<file path="config.mk">
export PLATFORM = sky130hd
export DESIGN_NAME = sensor_line_uart_receiver
export DESIGN_NICKNAME = d
export VERILOG_FILES = /design/src/rtl/slur_pkg.sv /design/src/rtl/slur_cfg_regs.sv /design/src/rtl/slur_core.sv /design/src/rtl/sensor_line_uart_receiver.sv
export SDC_FILE = /design/constraint.sdc
export NUM_CORES = 1
export LEC_CHECK = 0
export ABC_AREA = 1
export BUFFER_PORTS_ARGS = -buffer_cell sky130_fd_sc_hd__buf_4
export CAP_MARGIN = 20
export CORE_UTILIZATION = 29
export DETAILED_ROUTE_END_ITERATION = 6
export GPL_TIMING_DRIVEN = 1
export PLACE_DENSITY = 0.49
export SLEW_MARGIN = 15
export SYNTH_ARGS = -nofsm -noshare
export SYNTH_HDL_FRONTEND = slang
export SYNTH_SLANG_ARGS = --single-unit
export TNS_END_PERCENT = 10
</file>
<file path="constraint.sdc">
create_clock -name clk -period 3.53 [get_ports clk]
set_clock_uncertainty 0.05 [all_clocks]
set_input_delay 0.706 -clock clk [delete_from_list [all_inputs] [get_ports clk]]
set_output_delay 0.706 -clock clk [all_outputs]
set_load 0.02 [all_outputs]
</file>
<file path="src/rtl/slur_pkg.sv">
// shared types and constants for the sensor line serial receiver
`timescale 1ns / 1ps
package slur_pkg;

	// width of the bit-timing countdown
	localparam int TickCntW = 17;
	// width used to form bit_period plus half of it before trimming to TickCntW
	localparam int LoadW = (TickCntW > 17) ? TickCntW : 17;

	localparam int BitPeriodW = 16;
	localparam int ByteW      = 8;
	localparam int PosW       = 5;
	localparam int BitsLeftW  = 4;
	localparam int CfgIdxW    = 2;
	localparam int CfgDataW   = 16;

	// reset values of the configuration registers
	localparam logic [BitPeriodW-1:0] BitPeriodRst  = 16'd27;
	localparam logic [ByteW-1:0]      TerminatorRst = 8'h0A;
	localparam logic [PosW-1:0]       LastIndexRst  = 5'd12;
	localparam logic [BitsLeftW-1:0]  BitsPerByte   = 4'd8;

	// configuration register indexes
	localparam logic [CfgIdxW-1:0] CfgBitPeriod  = 2'd0;
	localparam logic [CfgIdxW-1:0] CfgTerminator = 2'd1;
	localparam logic [CfgIdxW-1:0] CfgLastIndex  = 2'd2;

	typedef enum logic [1:0] {
		OpTick  = 2'd0,
		OpStart = 2'd1,
		OpStop  = 2'd2,
		OpSpare = 2'd3
	} op_t;

	typedef struct packed {
		logic [BitPeriodW-1:0] bit_period;
		logic [ByteW-1:0]      terminator;
		logic [PosW-1:0]       last_index;
	} cfg_t;

	typedef struct packed {
		logic             excitation;
		logic             byte_valid;
		logic [ByteW-1:0] byte_value;
		logic [PosW-1:0]  byte_index;
		logic             line_done;
		logic             armed;
	} res_t;

endpackage

</file>
<file path="src/rtl/slur_cfg_regs.sv">
// configuration register file
`timescale 1ns / 1ps
module slur_cfg_regs (
	input  logic                          clk,
	input  logic                          arst_n,
	input  logic                          wr_en,
	input  logic [slur_pkg::CfgIdxW-1:0]  wr_index,
	input  logic [slur_pkg::CfgDataW-1:0] wr_data,
	output slur_pkg::cfg_t                cfg
);
	import slur_pkg::*;

	cfg_t cfg_q;

	always_ff @(posedge clk or negedge arst_n) begin
		if (!arst_n) begin
			cfg_q.bit_period <= BitPeriodRst;
			cfg_q.terminator <= TerminatorRst;
			cfg_q.last_index <= LastIndexRst;
		end else if (wr_en) begin
			unique case (wr_index)
				CfgBitPeriod:  cfg_q.bit_period <= wr_data[BitPeriodW-1:0];
				CfgTerminator: cfg_q.terminator <= wr_data[ByteW-1:0];
				CfgLastIndex:  cfg_q.last_index <= wr_data[PosW-1:0];
				default: ;
			endcase
		end
	end

	assign cfg = cfg_q;

endmodule

</file>
<file path="src/rtl/slur_core.sv">
// receiver state and the per-tick next-state logic
`timescale 1ns / 1ps
module slur_core (
	input  logic            clk,
	input  logic            arst_n,
	input  logic            step,
	input  slur_pkg::op_t   op,
	input  logic            level,
	input  slur_pkg::cfg_t  cfg,
	output slur_pkg::res_t  res
);
	import slur_pkg::*;

	logic                 armed_q, n_armed;
	logic                 in_frame_q, n_in_frame;
	logic                 prev_level_q;
	logic [TickCntW-1:0]  countdown_q, n_countdown;
	logic [ByteW-1:0]     shift_q, n_shift;
	logic [BitsLeftW-1:0] bits_left_q, n_bits_left;
	logic [PosW-1:0]      pos_q, n_pos;
	logic                 excite_q, n_excite;

	logic [LoadW-1:0]     first_load;
	logic [ByteW-1:0]     shift_next;
	logic [BitsLeftW-1:0] bits_dec;

	assign first_load = LoadW'(cfg.bit_period) + LoadW'(cfg.bit_period >> 1);
	assign shift_next = {level, shift_q[ByteW-1:1]};
	assign bits_dec   = bits_left_q - 1'b1;

	always_comb begin
		n_armed     = armed_q;
		n_in_frame  = in_frame_q;
		n_countdown = countdown_q;
		n_shift     = shift_q;
		n_bits_left = bits_left_q;
		n_pos       = pos_q;
		n_excite    = excite_q;
		res         = '0;
		if (op == OpStart) begin
			n_armed     = 1'b1;
			n_excite    = 1'b1;
			n_in_frame  = 1'b0;
			n_bits_left = BitsPerByte;
			n_pos       = '0;
		end else begin
			if (op == OpStop) n_excite = 1'b0;
			if (armed_q) begin
				if (!in_frame_q) begin
					// falling edge opens a frame
					if (prev_level_q && !level) begin
						n_in_frame  = 1'b1;
						n_bits_left = BitsPerByte;
						n_countdown = first_load[TickCntW-1:0];
					end
				end else if (countdown_q <= TickCntW'(1)) begin
					n_countdown = TickCntW'(cfg.bit_period);
					n_shift     = shift_next;
					n_bits_left = bits_dec;
					if (bits_dec == '0) begin
						n_bits_left    = BitsPerByte;
						n_in_frame     = 1'b0;
						res.byte_valid = 1'b1;
						res.byte_value = shift_next;
						res.byte_index = pos_q;
						if (shift_next == cfg.terminator || pos_q == cfg.last_index) begin
							res.line_done = 1'b1;
							n_pos         = '0;
							n_excite      = 1'b0;
							n_armed       = 1'b0;
						end else begin
							n_pos = pos_q + 1'b1;
						end
					end
				end else begin
					n_countdown = countdown_q - 1'b1;
				end
			end
		end
		res.excitation = n_excite;
		res.armed      = n_armed;
	end

	always_ff @(posedge clk or negedge arst_n) begin
		if (!arst_n) begin
			armed_q      <= 1'b0;
			in_frame_q   <= 1'b0;
			prev_level_q <= 1'b1;
			countdown_q  <= '0;
			shift_q      <= '0;
			bits_left_q  <= BitsPerByte;
			pos_q        <= '0;
			excite_q     <= 1'b0;
		end else if (step) begin
			armed_q      <= n_armed;
			in_frame_q   <= n_in_frame;
			prev_level_q <= level;
			countdown_q  <= n_countdown;
			shift_q      <= n_shift;
			bits_left_q  <= n_bits_left;
			pos_q        <= n_pos;
			excite_q     <= n_excite;
		end
	end

	// a frame only runs while armed
	a_frame_needs_arm: assert property (@(posedge clk) disable iff (!arst_n)
		in_frame_q |-> armed_q)
		else $error("in frame while not armed");

	a_bits_left_range: assert property (@(posedge clk) disable iff (!arst_n)
		(bits_left_q != '0) && (bits_left_q <= BitsPerByte))
		else $error("bit counter out of range");

	a_byte_closes_frame: assert property (@(posedge clk) disable iff (!arst_n)
		(step && res.byte_valid) |=> !in_frame_q)
		else $error("frame still open after a byte");

endmodule

</file>
<file path="src/rtl/sensor_line_uart_receiver.sv">
// top level: stream ports, input register, receiver core and result register
`timescale 1ns / 1ps
// an accepted item goes into the input register, then through the receiver core into the output register
// throughput: one item per cycle while not stalled, the receiver core updates once per item in a single pass
// the input register and the output register stall together only while m_tready is low
// reset (arst_n low, asynchronous): receiver disarmed, excitation off, line idle high,
// configuration back to bit_period 27, terminator 0x0A, last_index 12
module sensor_line_uart_receiver (
	input  logic                          clk,
	input  logic                          arst_n,
	// input items
	input  logic                          s_tvalid,
	output logic                          s_tready,
	input  logic [7:0]                    s_tdata,  // [0] rx_level, [7:1] zero
	input  logic [1:0]                    s_tuser,  // [1:0] op
	// result items
	output logic                          m_tvalid,
	input  logic                          m_tready,
	output logic [15:0]                   m_tdata,  // [0] excitation, [8:1] byte_value,
	                                                // [13:9] byte_index, [14] armed, [15] zero
	output logic                          m_tuser,  // [0] byte_valid
	output logic                          m_tlast,  // line_done
	// configuration writes
	input  logic                          cfg_valid,
	output logic                          cfg_ready,
	input  logic [slur_pkg::CfgIdxW-1:0]  cfg_index,
	input  logic [slur_pkg::CfgDataW-1:0] cfg_data
);
	import slur_pkg::*;

	cfg_t cfg;
	res_t core_res;
	res_t res_q;

	// input register
	logic valid_s1;
	op_t  op_s1;
	logic level_s1;

	logic out_valid_q;
	logic advance;   // the item in the input register moves into the output register

	// config writes are always taken
	assign cfg_ready = 1'b1;

	slur_cfg_regs u_cfg (
		.clk      (clk),
		.arst_n   (arst_n),
		.wr_en    (cfg_valid),
		.wr_index (cfg_index),
		.wr_data  (cfg_data),
		.cfg      (cfg)
	);

	// output register free or draining this cycle
	assign advance  = valid_s1 && (!out_valid_q || m_tready);
	assign s_tready = !valid_s1 || advance;

	always_ff @(posedge clk or negedge arst_n) begin
		if (!arst_n) begin
			valid_s1 <= 1'b0;
		end else if (s_tready) begin
			valid_s1 <= s_tvalid;
		end
	end

	// payload of the input register, no reset needed
	always_ff @(posedge clk) begin
		if (s_tvalid && s_tready) begin
			op_s1    <= op_t'(s_tuser);
			level_s1 <= s_tdata[0];
		end
	end

	// receiver state steps exactly once per item
	slur_core u_core (
		.clk    (clk),
		.arst_n (arst_n),
		.step   (advance),
		.op     (op_s1),
		.level  (level_s1),
		.cfg    (cfg),
		.res    (core_res)
	);

	always_ff @(posedge clk or negedge arst_n) begin
		if (!arst_n) begin
			out_valid_q <= 1'b0;
		end else if (advance) begin
			out_valid_q <= 1'b1;
		end else if (m_tready) begin
			out_valid_q <= 1'b0;
		end
	end

	always_ff @(posedge clk) begin
		if (advance) begin
			res_q <= core_res;
		end
	end

	assign m_tvalid = out_valid_q;
	assign m_tdata  = {1'b0, res_q.armed, res_q.byte_index, res_q.byte_value, res_q.excitation};
	assign m_tuser  = res_q.byte_valid;
	assign m_tlast  = res_q.line_done;

	// end of line always comes with a byte
	a_done_has_byte: assert property (@(posedge clk) disable iff (!arst_n)
		m_tvalid |-> (!m_tlast || m_tuser))
		else $error("line end without a byte");

	// end of line disarms and drops excitation
	a_done_disarms: assert property (@(posedge clk) disable iff (!arst_n)
		(m_tvalid && m_tlast) |-> (!m_tdata[14] && !m_tdata[0]))
		else $error("line end left receiver armed or excited");

	// input side only stalls behind a full input register
	a_stall_reason: assert property (@(posedge clk) disable iff (!arst_n)
		!s_tready |-> (valid_s1 && out_valid_q && !m_tready))
		else $error("input stalled without back-pressure");

endmodule

</file>
==> flow_summary.toml <==
[cells_and_area]
area_growth_pct = 15.6
final-seq-area_um2 = 2310
n_antenna_cell = 0
final_util_pct = 34.8
drive_above_1_share_pct = 14.7
finish.instance_area_um2 = 6360
n_fill_cell = 1999
multi_input_area_um2 = 2690
nNetsFinal = 834

[floorplan]
fp.dieH_um = 140
initial_utilization_pct = 30.1
die_x_um = 140
row_count = 49
ioPinCount = 54
core_area_um2 = 18300
dieArea_um2 = 19500

[pwr]
leakagePower_nw = 3.14
p_int_mw = 2.46
power_frac_comb_pct = 35.8
swShare_pct = 39.0
p_per_area_nw_per_um2 = 634
seqPwrFrac_pct = 38.2
p_sw_mw = 1.57
p_clk_share_pct = 26.0
peakVddDrop_uv = 244

[worst_setup_path]
path_max_fanout = 24
startpoint = "u_core.in_frame_q"
crit_required_ns = 3.72
endpoint_kind = "flop"
slowest_stage = "dfrtp_1"
start_kind = "flop"
critPathKind = "reg2reg"
worstPathCellList = "inv_2, nand2_1, nand4_2, buf_4, inv_2, o21ai_0, a21oi_1, nor2_1"
cp.arrival_ns = 2.67
cp_top_family = "buffers and inverters"
slowest_delay_ns = 0.79
path_buf_inv = 3
timing.rr.start = "u_core.in_frame_q"
cpMostUsedCell = "inv_2"

[route]
drtAntennaViolNets = 0
drt-wirelength-per-cell_um = 12.6
vias = 4507
first_pass_iters = 5
drt-total-wl_um = 12700
drt_iter0_markers = 198
drc = 0
viasPerCell = 4.45

[clocking]
clock-sinks = 88
cts.clk_slew.worst_paths_ns = 0.07
clock-root-buffer = "clkbuf_16"
postCtsSetupRepairBufs = 0
cts_repair_resize_count = 0
clock_path_buffers = 2
clkLatencyLatePin_ns = 0.35
cts_tree = "yes"
cts_buffers = 9
cts_htree_levels = 3
cts_hold_buf = 0

[timing]
report.final.setup_viol = 0
fin_crit_sh_pct = 70.2
slew_viol_final = 0
relSlewSlack_pct = 39.3
post-route-min-period_ns = 2.48
rsz0062_at_grt = "false"
worstMarginPinSlew_ns = 0.911
fmax_mhz = 404
fin_hold_ws_ns = 0.423
finalHoldViolations = 0
tns_ns = 0

[synth]
synth_edf_count = 20
synth_cells = 738
yosysTopAreaCellShare_pct = 26.4
synth_cell_types = 40
yosysTopAreaCell = "dfrtp_1"
yosys_register_bits = 88
ys_top_cells_by_area = "dfrtp_1 (26%), nand2_1 (16%), edfxtp_1 (11%)"
ys_warn_count = 0
ys_async_sr_fraction_pct = 77.3
netlist_area_um2 = 5500
yosysSeqAreaShare_pct = 42.1
synthesis.nets = 794
ys.flop_type = "dfrtp_1"
synth_area_per_cell_um2 = 7.45

[global_route]
antenna_found_initial = 0
grt_start_max_net_pins = 69
grt_pass1_wl_um = 21700
grt_pass1_vias = 4312
grt_overflow = 0
grt_use_total_pct = 14.1

[placed_design]
port_buffers = 44
dp_hpwl_um = 9320
gp_congestion = 0.791
dpl_cell_area_um2 = 6030

[run]
cap_violations = 0

[min_path]
min-delay-start = "u_core.bits_left_q[3]"
hold_class = "reg2reg"

[status]
status = "finished, final reports clean"
==> per-stage QoR <==
step / power (mW) / worst slack, ns / instances
6_report: 4.03 / 1.05 / 1012
5_1_grt: 4.37 / 0.879 / 1012
4_1_cts: 4.07 / 1.00 / 1012
3_5_place_dp: 3.00 / 1.02 / 996
3_3_place_gp: 3.00 / 1.00 / 996
2_1_floorplan: 2.61 / 1.26 / 738
==> metal layers <==
metal	global-route usage [%]	share of wire, %	up-vias	routed length (um)
met5	0	0	-	0
met4	6.19	1.8	0	233
met3	1.79	2.3	11	290
met2	21.1	43	59	5460
met1	20.2	53	2019	6750
li1	-	-	2418	-
==> power groups by stage <==
stage / clock, mW / combinational (mW) / sequential, mW
after floorplan: 0 / 1.10 / 1.50
after global placement: 0 / 1.44 / 1.56
after detailed placement: 0 / 1.44 / 1.56
after CTS: 1.08 / 1.45 / 1.54
after global routing: 1.11 / 1.68 / 1.57
final: 1.05 / 1.44 / 1.54
==> worst register-to-register path: cells and delay by family (launching register included) <==
family | cells | cell delay (ns)
and+or+nand+nor | 3 | 0.34
buffers and inverters | 3 | 0.90
AOI/OAI and AO/OA | 2 | 0.29
DFF | 1 | 0.79
==> worst paths after layout <==
kind                                              end  slack, ns  cells after the start
worst max-delay path            u_core.countdown_q[7]       1.05                      8
worst min-delay path            u_core.bits_left_q[3]       0.42                      2
worst max register to register  u_core.countdown_q[7]       1.05                      8
worst min register to register  u_core.bits_left_q[3]       0.42                      2
max in group asynchronous       u_core.countdown_q[6]       2.41                      1
min in group asynchronous               u_cfg.cfg[28]       0.44                      1
==> state kept, by name, indices dropped and copies added (netlist names), 2 cells and up <==
register            count
m_tdata                15
op_s1                   2
u_core.shift_q          7
u_core.bits_left_q      4
u_cfg.cfg              29
u_core.countdown_q     17
u_core.pos_q            5
==> kinds of logic after synthesis <==
kind of cell | count (synthesis) | share of synthesized area, %
compound gates | 78 | 7.37
xor+xnor | 23 | 3.66
fa+ha+maj | 23 | 5.37
buf+inv | 121 | 8.92
flops | 88 | 42.1
mux | 5 | 1.02
other cells | 2 | 0.137
simple gates | 398 | 31.4
==> placed cells by master, fill, tap and decap left out, types with 10 or more instances in the layout <==
master | synthesis | routed
buf_4 | 4 | 46
o21ai_0 | 38 | 38
dfrtp_1 | 58 | 58
ha_1 | 22 | 22
nor2_2 | 17 | 17
nor2_1 | 55 | 55
a21oi_1 | 23 | 23
nand2_1 | 239 | 239
xor2_1 | 13 | 13
dfstp_2 | 10 | 10
edfxtp_1 | 20 | 20
nand3_1 | 59 | 59
inv_1 | 95 | 95
o21ai_1 | 10 | 10
xnor2_1 | 10 | 10
==> cells in the mapped netlist, drive strengths merged (13+ instances only) <==
master  number
a21oi       23
dfrtp       58
edfxtp      20
ha          22
inv        104
nand2      241
nand3       61
nor2        76
o21ai       48
xor2        13
==> cell type report <==
type	count	share of cell area (%)
clock buffers	10	3.60
clock inverters	6	1.48
inverters	104	6.18
multi-input cells	529	42.4
flip-flops and latches	88	36.4
well taps	229	4.51
repair buffers	46	5.43
Note: power is estimated with default switching activity, not from simulation.
